<file path="config.mk">
export PLATFORM = sky130hd
export DESIGN_NAME = dht_pulse_frame_decoder_flat
export DESIGN_NICKNAME = d
export VERILOG_FILES = /design/src/rtl/dhtpfd_pkg.sv /design/src/rtl/dhtpfd_if.sv /design/src/rtl/dht_pulse_frame_decoder.sv /design/src/flat_wrapper.sv
export SDC_FILE = /design/constraint.sdc
export NUM_CORES = 1
export LEC_CHECK = 0
export BUFFER_PORTS_ARGS = -buffer_cell sky130_fd_sc_hd__buf_2
export CAP_MARGIN = 20
export CELL_PAD_IN_SITES_DETAIL_PLACEMENT = 1
export CELL_PAD_IN_SITES_GLOBAL_PLACEMENT = 2
export CORE_UTILIZATION = 36
export DETAILED_ROUTE_END_ITERATION = 8
export GPL_TIMING_DRIVEN = 0
export PLACE_DENSITY_LB_ADDON = 0.1
export SYNTH_ARGS = -nofsm -noshare
export SYNTH_HDL_FRONTEND = slang
export SYNTH_SLANG_ARGS = --single-unit
</file>
<file path="constraint.sdc">
create_clock -name i_clk -period 7.8 [get_ports i_clk]
set_input_delay 1.56 -clock i_clk [delete_from_list [all_inputs] [get_ports i_clk]]
set_output_delay 1.56 -clock i_clk [all_outputs]
set_load 0.1 [all_outputs]
</file>
<file path="src/rtl/dhtpfd_pkg.sv">
package dhtpfd_pkg;

    typedef enum logic {
        OP_START = 1'b0,
        OP_EDGE  = 1'b1
    } t_op;

    typedef enum logic [1:0] {
        STATUS_OK      = 2'd0,
        STATUS_CSUM    = 2'd1,
        STATUS_TIMEOUT = 2'd2
    } t_status;

    localparam int unsigned PADDR_W = 4;

    localparam logic [1:0] REG_SENSOR_TYPE = 2'd0;
    localparam logic [1:0] REG_LONG_THRESH = 2'd1;
    localparam logic [1:0] REG_TIMEOUT     = 2'd2;

    localparam logic        RST_SENSOR_TYPE = 1'b1;
    localparam logic [15:0] RST_LONG_THRESH = 16'd90;
    localparam logic [15:0] RST_TIMEOUT     = 16'd255;

    localparam logic [5:0] FRAME_PULSES = 6'd41;

endpackage

</file>
<file path="src/rtl/dhtpfd_if.sv">
interface dhtpfd_in_if import dhtpfd_pkg::*; ();
    logic        valid;
    logic        ready;
    t_op         operation;
    logic [15:0] pulse_length;

    modport source (output valid, output operation, output pulse_length, input ready);
    modport sink   (input valid, input operation, input pulse_length, output ready);
endinterface

interface dhtpfd_out_if import dhtpfd_pkg::*; ();
    logic               valid;
    logic               ready;
    t_status            status;
    logic        [15:0] humidity;
    logic signed [15:0] temperature;

    modport source (output valid, output status, output humidity, output temperature,
                    input ready);
    modport sink   (input valid, input status, input humidity, input temperature,
                    output ready);
endinterface

</file>
<file path="src/rtl/dht_pulse_frame_decoder.sv">
// an input beat is held in the input register, then decoded into the result register
// throughput: one input beat per cycle unless the output stalls; then one more beat gets in
// timing is set by the input register feeding the decode stage and the result register
// reset (i_rst_n low, synchronous): decoder disarmed, bit count cleared, pipeline emptied,
// registers back to sensor type 1, threshold 90, timeout 255
module dht_pulse_frame_decoder import dhtpfd_pkg::*; (
    input  logic               i_clk,
    input  logic               i_rst_n,
    dhtpfd_in_if.sink          i_in,
    dhtpfd_out_if.source       o_out,
    input  logic               psel,
    input  logic               penable,
    input  logic               pwrite,
    input  logic [PADDR_W-1:0] paddr,
    input  logic [31:0]        pwdata,
    output logic [31:0]        prdata,
    output logic               pready
);

    logic        r_sensor_type;
    logic [15:0] r_long_thresh;
    logic [15:0] r_timeout;

    logic        r_in_valid;
    t_op         r_in_op;
    logic [15:0] r_in_len;

    logic        r_armed,     n_armed;
    logic [5:0]  r_bit_count, n_bit_count;
    logic [39:0] r_frame,     n_frame;

    logic               r_out_valid;
    t_status            r_out_status,  n_out_status;
    logic        [15:0] r_out_hum,     n_out_hum;
    logic signed [15:0] r_out_temp,    n_out_temp;
    logic               n_emit;

    logic        s2_go;
    logic        bit_val;
    logic [7:0]  b0, b1, b2, b3, b4;
    logic [7:0]  csum;
    logic [15:0] hum, mag;

    // config port
    assign pready = 1'b1;

    always_ff @(posedge i_clk) begin
        if (!i_rst_n) begin
            r_sensor_type <= RST_SENSOR_TYPE;
            r_long_thresh <= RST_LONG_THRESH;
            r_timeout     <= RST_TIMEOUT;
        end else if (psel && penable && pwrite && pready) begin
            unique case (paddr[3:2])
                REG_SENSOR_TYPE: r_sensor_type <= pwdata[0];
                REG_LONG_THRESH: r_long_thresh <= pwdata[15:0];
                REG_TIMEOUT:     r_timeout     <= pwdata[15:0];
                default: ;
            endcase
        end
    end

    always_comb begin
        unique case (paddr[3:2])
            REG_SENSOR_TYPE: prdata = {31'd0, r_sensor_type};
            REG_LONG_THRESH: prdata = {16'd0, r_long_thresh};
            REG_TIMEOUT:     prdata = {16'd0, r_timeout};
            default:         prdata = 32'd0;
        endcase
    end

    // input register
    assign s2_go      = r_in_valid && (!r_out_valid || o_out.ready);
    assign i_in.ready = !r_in_valid || s2_go;

    always_ff @(posedge i_clk) begin
        if (!i_rst_n) begin
            r_in_valid <= 1'b0;
        end else if (i_in.ready) begin
            r_in_valid <= i_in.valid;
        end
    end

    always_ff @(posedge i_clk) begin
        if (i_in.valid && i_in.ready) begin
            r_in_op  <= i_in.operation;
            r_in_len <= i_in.pulse_length;
        end
    end

    // decode stage
    assign bit_val = (r_in_len >= r_long_thresh);

    assign b0   = n_frame[39:32];
    assign b1   = n_frame[31:24];
    assign b2   = n_frame[23:16];
    assign b3   = n_frame[15:8];
    assign b4   = n_frame[7:0];
    assign csum = b0 + b1 + b2 + b3;

    always_comb begin
        if (r_sensor_type) begin
            hum = {b0, b1};
            mag = {1'b0, b2[6:0], b3};
        end else begin
            hum = {5'd0, b0, 3'd0} + {7'd0, b0, 1'b0};
            mag = {6'd0, b2[6:0], 3'd0} + {8'd0, b2[6:0], 1'b0};
        end
    end

    always_comb begin
        n_armed      = r_armed;
        n_bit_count  = r_bit_count;
        n_frame      = r_frame;
        n_emit       = 1'b0;
        n_out_status = STATUS_OK;
        n_out_hum    = 16'd0;
        n_out_temp   = 16'sd0;
        unique case (r_in_op)
            OP_START: begin
                n_armed     = 1'b1;
                n_bit_count = 6'd0;
            end
            OP_EDGE: begin
                if (r_armed) begin
                    if (r_in_len > r_timeout) begin
                        n_armed      = 1'b0;
                        n_emit       = 1'b1;
                        n_out_status = STATUS_TIMEOUT;
                    end else begin
                        // sync pulse skipped
                        if (r_bit_count != 6'd0 && r_bit_count < FRAME_PULSES) begin
                            n_frame = {r_frame[38:0], bit_val};
                        end
                        n_bit_count = r_bit_count + 6'd1;
                        if (n_bit_count == FRAME_PULSES) begin
                            n_armed = 1'b0;
                            n_emit  = 1'b1;
                            if (csum != b4) begin
                                n_out_status = STATUS_CSUM;
                            end else begin
                                n_out_hum  = hum;
                                n_out_temp = b2[7] ? -$signed(mag) : $signed(mag);
                            end
                        end
                    end
                end
            end
            default: ;
        endcase
    end

    always_ff @(posedge i_clk) begin
        if (!i_rst_n) begin
            r_armed     <= 1'b0;
            r_bit_count <= 6'd0;
        end else if (s2_go) begin
            r_armed     <= n_armed;
            r_bit_count <= n_bit_count;
        end
    end

    always_ff @(posedge i_clk) begin
        if (s2_go) begin
            r_frame <= n_frame;
        end
    end

    // result register
    always_ff @(posedge i_clk) begin
        if (!i_rst_n) begin
            r_out_valid <= 1'b0;
        end else if (s2_go) begin
            r_out_valid <= n_emit;
        end else if (o_out.ready) begin
            r_out_valid <= 1'b0;
        end
    end

    always_ff @(posedge i_clk) begin
        if (s2_go && n_emit) begin
            r_out_status <= n_out_status;
            r_out_hum    <= n_out_hum;
            r_out_temp   <= n_out_temp;
        end
    end

    assign o_out.valid       = r_out_valid;
    assign o_out.status      = r_out_status;
    assign o_out.humidity    = r_out_hum;
    assign o_out.temperature = r_out_temp;

endmodule

</file>
<file path="src/flat_wrapper.sv">
// flat-port wrapper written by rule: the top's interface ports become plain ports
module dht_pulse_frame_decoder_flat import dhtpfd_pkg::*;
  (i_clk, i_rst_n, psel, penable, pwrite, paddr, pwdata, prdata, pready, i_in_valid, i_in_operation, i_in_pulse_length, i_in_ready, o_out_valid, o_out_status, o_out_humidity, o_out_temperature, o_out_ready);
  dhtpfd_in_if i_in_i ();
  dhtpfd_out_if o_out_i ();
  input  logic i_clk;
  input  logic i_rst_n;
  input  logic psel;
  input  logic penable;
  input  logic pwrite;
  input  logic [PADDR_W-1:0] paddr;
  input  logic [31:0] pwdata;
  output logic [31:0] prdata;
  output logic pready;
  input wire logic [$bits(i_in_i.valid)-1:0] i_in_valid;
  input wire logic [$bits(i_in_i.operation)-1:0] i_in_operation;
  input wire logic [$bits(i_in_i.pulse_length)-1:0] i_in_pulse_length;
  output wire logic [$bits(i_in_i.ready)-1:0] i_in_ready;
  output wire logic [$bits(o_out_i.valid)-1:0] o_out_valid;
  output wire logic [$bits(o_out_i.status)-1:0] o_out_status;
  output wire logic [$bits(o_out_i.humidity)-1:0] o_out_humidity;
  output wire logic [$bits(o_out_i.temperature)-1:0] o_out_temperature;
  input wire logic [$bits(o_out_i.ready)-1:0] o_out_ready;
  assign i_in_i.valid = i_in_valid;
  assign i_in_i.operation = i_in_operation;
  assign i_in_i.pulse_length = i_in_pulse_length;
  assign i_in_ready = i_in_i.ready;
  assign o_out_valid = o_out_i.valid;
  assign o_out_status = o_out_i.status;
  assign o_out_humidity = o_out_i.humidity;
  assign o_out_temperature = o_out_i.temperature;
  assign o_out_i.ready = o_out_ready;
  dht_pulse_frame_decoder u_core (.i_clk(i_clk), .i_rst_n(i_rst_n), .i_in(i_in_i), .o_out(o_out_i), .psel(psel), .penable(penable), .pwrite(pwrite), .paddr(paddr), .pwdata(pwdata), .prdata(prdata), .pready(pready));
endmodule
</file>
==> results by group, run 1 <==
Global routing
  – Grt ovf: 0
  – Number of global-route vias before repair: 7,036
  – Gr usage total: 21.34%
  – Initial antenna violation count: 0
  – Global-route wire length before repair: 38,700 um
  – Largest net degree at the start of global routing: 34

Synth
  – Adder-cell share of the synthesized area: 11.45%
  – Yosys cell types: 72
  – Synth Instances: 872
  – Yosys top cell by area: edfxtp_1
  – Synth Warn #: 0
  – Synth Area in XOR/XNOR: 4.185%
  – Main combinational cell family by area after synthesis: simple AND/OR/NAND/NOR gates
  – Synth Area in Compound Gates: 16.16%
  – Netlist Area Pre-Place: 8371 sq um
  – Post-synth EDFFs: 91
  – Ranking of synthesized cells by area: edfxtp_1 (33%), dfxtp_1 (10%), ha_1 (8.2%)
  – Syn_area_per_cell: 9.599 sq um
  – Top FF cell, synth: edfxtp_1
  – Sequential fraction of the synthesis area: 42.69%
  – Post-synth top area share: 32.65%
  – Simple-Gate Fraction of Synth Area: 16.91%
  – FFs w/ async S/R, synth: 0%
  – Post-synthesis register bit count: 133
  – Multiplexer area fraction after synthesis: 2.317%

Timing
  – Slew headroom: 39.14%
  – Worst slew pin tran: 912.9 ps
  – PnR worst setup slack: 419.6 ps
  – Final setup fails: 0
  – Setup Total Neg Slack: 0 ps
  – Clock skew: 13.29 ps
  – Final min period: 7380 ps
  – Tcrit/Tclk final: 94.62%
  – Worst hold slack: 484.0 ps
  – Final Hold Vio Count: 0
  – Max Slew Vio Count: 0
  – Fmax: 0.1355 GHz

Finish
  – Final net count: 1,127
  – Register Area: 3573 sq um
  – ANT cells: 0
  – Area growth from synthesis to layout: 18.70%
  – Commonest non-fill, non-tap cell in the layout: nand2_1
  – Share of layout cells above drive strength 1: 17.87%
  – Most frequent cells in the layout: nand2_1 (149), buf_2 (97), edfxtp_1 (91)
  – # fillers: 2,673
  – Post-layout util: 43.75%
  – Multi-input logic area: 4377 sq um

Detailed routing
  – Final WL: 24,120 um
  – Via Count: 6,753
  – DR pass1 iterations: 4
  – Drt drc: 0
  – Routed met2 length: 11,830 um
  – Antenna-violating nets left: 0
  – Vias per cell: 5.203
  – Top routing layer in use: met4
  – Post-Route M1 WL: 10,840 um
  – First DRT Iteration DRCs: 233
  – Met3 wire len: 775 um
  – Post-DR wirelength/cell: 18.58 um

Place
  – DP Wirelength: 18,330 um
  – Dpl ws: -371.9 ps
  – PortBufs: 93
  – Gpl congestion: 0.8090

Hold path
  – Hold path cells: 2
  – Hold endpoint: u_core.r_long_thresh[9]
  – Hold Path Class: flip-flop to flip-flop
  – Hold_sp: u_core.r_long_thresh[9]

Worst setup path
  – Depth of the worst register-to-register path: 29
  – Worst path most repeated cell: inv_1
  – Peak fanout along the critical path: 10
  – Reg-to-reg slack, setup: 420 ps
  – Critical path class: flip-flop to flip-flop
  – Critical Path RT: 8070 ps
  – Critical path endpoint category: flip-flop
  – Worst path max stage delay: 580 ps
  – Worst path arrival time: 7650 ps
  – Reg-to-Reg Start: u_core.r_in_len[13]
  – CP Launch Type: flip-flop
  – Worst r2r dst: u_core.o_out.humidity[1]
  – Slowest-stage cell, CP: o41ai_4

Die
  – # rows: 55
  – I/O Pins: 129
  – Initial Util: 36.86%
  – Core area: 22,710 sq um
  – Die Span Y: 154.5 um
  – Die width: 154.5 um
  – Die area: 23,870 sq um

Clocking
  – Clock root buffer: clkbuf_16
  – Max clock buf depth: 2
  – H-tree level count: 4
  – Reg clk slew, reported paths: 70 ps
  – Hold-fix buffers, CTS: 0
  – TritonCTS Sinks: 133
  – CTS tree: built
  – Cts bufs inserted: 17
  – Clk_lat worst skew: 430 ps

Pwr
  – Total power: 1932 uW
  – P per Cell Area: 194.5 nW/um^2
  – Worst IR Drop VDD: 146.3 uV
  – Lkg Pwr: 0.003881 uW

Flow run
  – Max Cap Violations: 0

Status
  – Status: complete, no violations
-- worst max-delay path: cells and delay by family, from the launching register on --
family | cells | cell delay, ps
AOI/OAI and AO/OA | 8 | 2330
and+or+nand+nor | 7 | 1210
adders and majority gates | 5 | 1640
DFF | 1 | 410
buffers and inverters | 7 | 1200
xor gates and xnor gates | 2 | 420
-- timing repair --
item / CTS / global route
gates cloned: 0 / 0
pin swaps: 0 / 0
buffers inserted: 0 / 0
endpoints found under the setup margin: 32 / 29
resized for setup: 6 / 5
-- synth_stat cells, types with 8 or more instances --
master    count
fa_1         12
a21boi_0     23
a21o_1       11
edfxtp_1     91
o21ai_0      33
inv_1        65
nor3_1       17
xnor2_1      30
o211ai_1     16
nand2_1     149
mux2i_1       9
ha_1         55
buf_4        18
nor2b_1      12
a22o_1       15
dfxtp_1      42
xor2_1       10
nor2_1       51
a21oi_1      39
clkbuf_1     26
nand3_1      18
and3_1        8
-- sequential cells by signal, indices dropped and copies added, names as in the netlist --
register	cells
u_core.r_armed	1
u_core.r_in_len	16
u_core.r_long_thresh	16
u_core.o_out.valid	1
u_core.r_bit_count	6
u_core.r_frame	40
u_core.r_timeout	16
u_core.o_out.humidity	16
u_core.r_sensor_type	1
u_core.o_out.status	2
u_core.r_in_valid	1
u_core.r_in_op	1
u_core.o_out.temperature	16
-- power by group --
| part | total [uW] | internal [uW] | switching [uW] |
|---|---|---|---|
| sequential | 784 | 771 | 12.8 |
| combinational | 305 | 101 | 204 |
| clock | 843 | 504 | 340 |
| total | 1930 | 1380 | 557 |
-- how the worst max path moves through the flow --
stage,start,end,slack (ps)
floorplan,u_core.r_in_len[13],u_core.o_out.humidity[1],1350
global placement,u_core.r_in_len[13],u_core.o_out.humidity[1],-220
detailed placement,u_core.r_in_len[11],u_core.o_out.humidity[1],-370
CTS,u_core.r_in_len[14],u_core.o_out.humidity[1],20
global route,u_core.r_in_len[14],u_core.o_out.humidity[3],-1
finish,u_core.r_in_len[13],u_core.o_out.humidity[1],420
-- area by class of cell --
type                       count  area share (%)
buffer                        51           2.758
clock inverter                12           1.385
clock buffer                  20           4.710
sequential                   133           35.97
timing repair buffer          95           5.088
inverter                      65           2.456
tap                          285           3.589
multi-input combinational    637           44.05
-- metal layers --
| layer | vias to the layer above | global-route usage [%] |
|---|---|---|
| met3 | 29 | 3.614 |
| li1 | 3315 | - |
| met5 | - | 0 |
| met4 | 0 | 8.298 |
| met1 | 3270 | 25.74 |
| met2 | 139 | 37.79 |
-- kinds of logic (layout without fill, tap and decap cells) --
logic type	Yosys count	in the layout
XOR/XNOR	40	40
other	2	17
AO/OA/AOI/OAI	191	191
buffers and inverters	117	243
AND/OR/NAND/NOR	303	303
multiplexers	16	16
flip-flops	133	133
adder cells (fa/ha/maj)	70	70
-- per-stage QoR --
| step | area, sq um | std cells |
|---|---|---|
| final | 9936 | 1298 |
| after global routing | 9936 | 1298 |
| after CTS | 9913 | 1299 |
| after detailed placement | 9296 | 1267 |
| after global placement | 9249 | 1265 |
| after floorplan | 8427 | 887 |
Power figures use the tool's default switching activity.
==> inputs of run 2 (changes only) <==
==> constraint.sdc (replaced) <==
create_clock -name i_clk -period 7.05 [get_ports i_clk]
set_input_delay 1.41 -clock i_clk [delete_from_list [all_inputs] [get_ports i_clk]]
set_output_delay 1.41 -clock i_clk [all_outputs]
set_load 0.1 [all_outputs]
==> run 2 against run 1 <==
Total power grew 12%. Die area stayed put. Combinational power is 19% higher. Largest power group unchanged. Clock power increased by 11%. Core utilization rose by 1.5 points.
==> results by group, run 2 (same netlist as run 1, synthesis figures left out) <==
Finish
  – Most frequent cells in the layout: nand2_1 (149), buf_2 (95), edfxtp_1 (91)
  – Final net count: 1,141 (+1.2%)
  – Register Area: 3573 sq um (unchanged)
  – Share of layout cells above drive strength 1: 20.64% (+2.8 points)
  – Post-Layout Cell Count: 1,312 (+1.1%)
  – ANT cells: 0 (unchanged)
  – Commonest non-fill, non-tap cell in the layout: nand2_1
  – Area growth from synthesis to layout: 22.78%
  – # fillers: 2,646 (-1.0%)
  – Top reg by flops: u_core.r_frame
  – Multi-input logic area: 4558 sq um (+4.1%)
  – Max reg flops: 40 (unchanged)

Hold path
  – Hold Path Class: flip-flop to flip-flop

Die
  – I/O Pins: 129 (unchanged)
  – # rows: 55 (unchanged)
  – Die width: 154.5 um (unchanged)
  – Initial Util: 36.86% (unchanged)
  – Core area: 22,710 sq um (unchanged)
  – Die Span Y: 154.5 um (unchanged)
  – Die area: 23,870 sq um (unchanged)

Worst setup path
  – Peak fanout along the critical path: 10 (unchanged)
  – Critical path endpoint category: flip-flop
  – Critical Path RT: 7300 ps (-770 ps)
  – Crit path to: u_core.o_out.humidity[2]
  – Worst path max stage delay: 560 ps (-20 ps)
  – Reg-to-reg slack, setup: 290 ps (-130 ps)
  – Crit. path cell count: 27 (-6.9%)
  – CP bufs+invs: 6 (-1)
  – Worst r2r dst: u_core.o_out.humidity[2]
  – Top Family by Delay on Critical Path: compound AO/OA/AOI/OAI gates
  – Critical path class: flip-flop to flip-flop
  – CP Launch Type: flip-flop
  – Reg-to-Reg Start: u_core.r_in_len[1]
  – Worst path arrival time: 7010 ps (-640 ps)
  – Slowest-stage cell, CP: fa_1
  – Depth of the worst register-to-register path: 27 (-6.9%)
  – CP startpoint: u_core.r_in_len[1]

Pwr
  – P per Cell Area: 210.5 nW/um^2 (+8.2%)
  – Worst IR Drop VDD: 161.9 uV (+11%)
  – Lkg Pwr: 0.003986 uW (+2.7%)

Clocking
  – H-tree level count: 4 (unchanged)
  – Cts bufs inserted: 17 (unchanged)
  – CTS tree: built
  – Clock root buffer: clkbuf_16
  – TritonCTS Sinks: 133 (unchanged)
  – Max clock buf depth: 2 (unchanged)
  – Hold-fix buffers, CTS: 0 (unchanged)
  – Clk_lat worst skew: 430 ps (about the same)
  – Reg clk slew, reported paths: 70 ps (about the same)

Detailed routing
  – Via Count: 6,820 (+0.99%)
  – First DRT Iteration DRCs: 268 (+15%)
  – Drt drc: 0 (unchanged)
  – Antenna-violating nets left: 0 (unchanged)
  – Vias per cell: 5.198 (about the same)
  – DR pass1 iterations: 4 (unchanged)
  – Final WL: 24,710 um (+2.4%)
  – Post-DR wirelength/cell: 18.83 um (+1.3%)

Global routing
  – Global-route wire length before repair: 38,950 um (+0.66%)
  – Gr usage total: 21.48% (+0.15 points)
  – Grt ovf: 0 (unchanged)
  – Largest net degree at the start of global routing: 34 (unchanged)
  – Number of global-route vias before repair: 7,066 (+0.43%)
  – Initial antenna violation count: 0 (unchanged)

Place
  – Placed cell count: 1,267 (unchanged)
  – Gpl congestion: 0.8090 (unchanged)
  – DP Wirelength: 18,330 um (unchanged)
  – Dpl ws: -1122 ps (-750.0 ps)
  – PortBufs: 93 (unchanged)

Timing
  – Final setup fails: 0 (unchanged)
  – Clock skew: 13.69 ps (+0.4011 ps)
  – Final min period: 6764 ps (-616.4 ps)
  – Tcrit/Tclk final: 95.94% (+1.3 points)
  – Final Hold Vio Count: 0 (unchanged)
  – Worst slew pin tran: 920.0 ps (+7.096 ps)
  – Fmax: 0.1478 GHz (+9.1%)
  – Slew headroom: 38.67% (-0.47 points)
  – PnR worst setup slack: 286.0 ps (-133.6 ps)
  – Max Slew Vio Count: 0 (unchanged)

Status
  – Status: complete, no violations

Flow run
  – Max Cap Violations: 0 (unchanged)
==> run 2: worst min path at each step <==
stage	start	to	slack, ps	cells after the start
finish	u_core.r_timeout[11]	u_core.r_timeout[11]	480	2
floorplan	u_core.r_timeout[10]	u_core.r_timeout[10]	460	2
global route	u_core.r_long_thresh[14]	u_core.r_long_thresh[14]	500	2
CTS	u_core.r_long_thresh[9]	u_core.r_long_thresh[9]	490	2
global placement	u_core.r_timeout[13]	u_core.r_timeout[13]	480	2
detailed placement	u_core.r_timeout[11]	u_core.r_timeout[11]	480	2
==> run 2: tightest hold or removal path, stage by stage, from the launching register on <==
cell	delay (ps)
dfxtp_1	320
nand2_1	50
a21boi_0	60
==> run 2: repair_timing <==
item / in CTS / in global routing
pin swaps: 3 / 6
setup endpoints to repair: 33 / 32
resized for setup: 25 / 32
buffers inserted: 7 / 6
==> run 2: routing by layer <==
layer,vias to the layer above,GRT usage (%),routed length (um)
li1,3344,-,-
met1,3289,26.08,10980
met2,155,38.10,12200
met3,32,3.362,848
met4,0,8.298,692
met5,-,0,0
==> run 2: stage by stage <==
stage	hold slack, ps	TNS [ps]	total power [uW]	utilization [%]	cell area (sq um)
final	484.2	0	2163	45.26	10280
after detailed placement	477.2	-32240	1217	40.94	9296
after CTS	486.4	0	2164	44.25	10050
after floorplan	456.3	0	1138	-	8427
after global routing	504.8	-119.4	2246	45.26	10280
after global placement	475.5	-27280	1214	40.73	9249
==> run 2: layout make-up <==
class                      count  area share [%]
inverter                      65           2.398
sequential                   133           34.77
multi-input combinational    637           44.35
tap                          285           3.470
clock buffer                  20           4.553
timing repair buffer         108           5.978
clock inverter                12           1.339
buffer                        52           3.141
==> run 2: where the power goes <==
part           total, uW  switching [uW]  internal, uW
Sequential           869            16.0           853
Clock                932             375           557
Combinational        362             236           126
Total               2160             627          1540
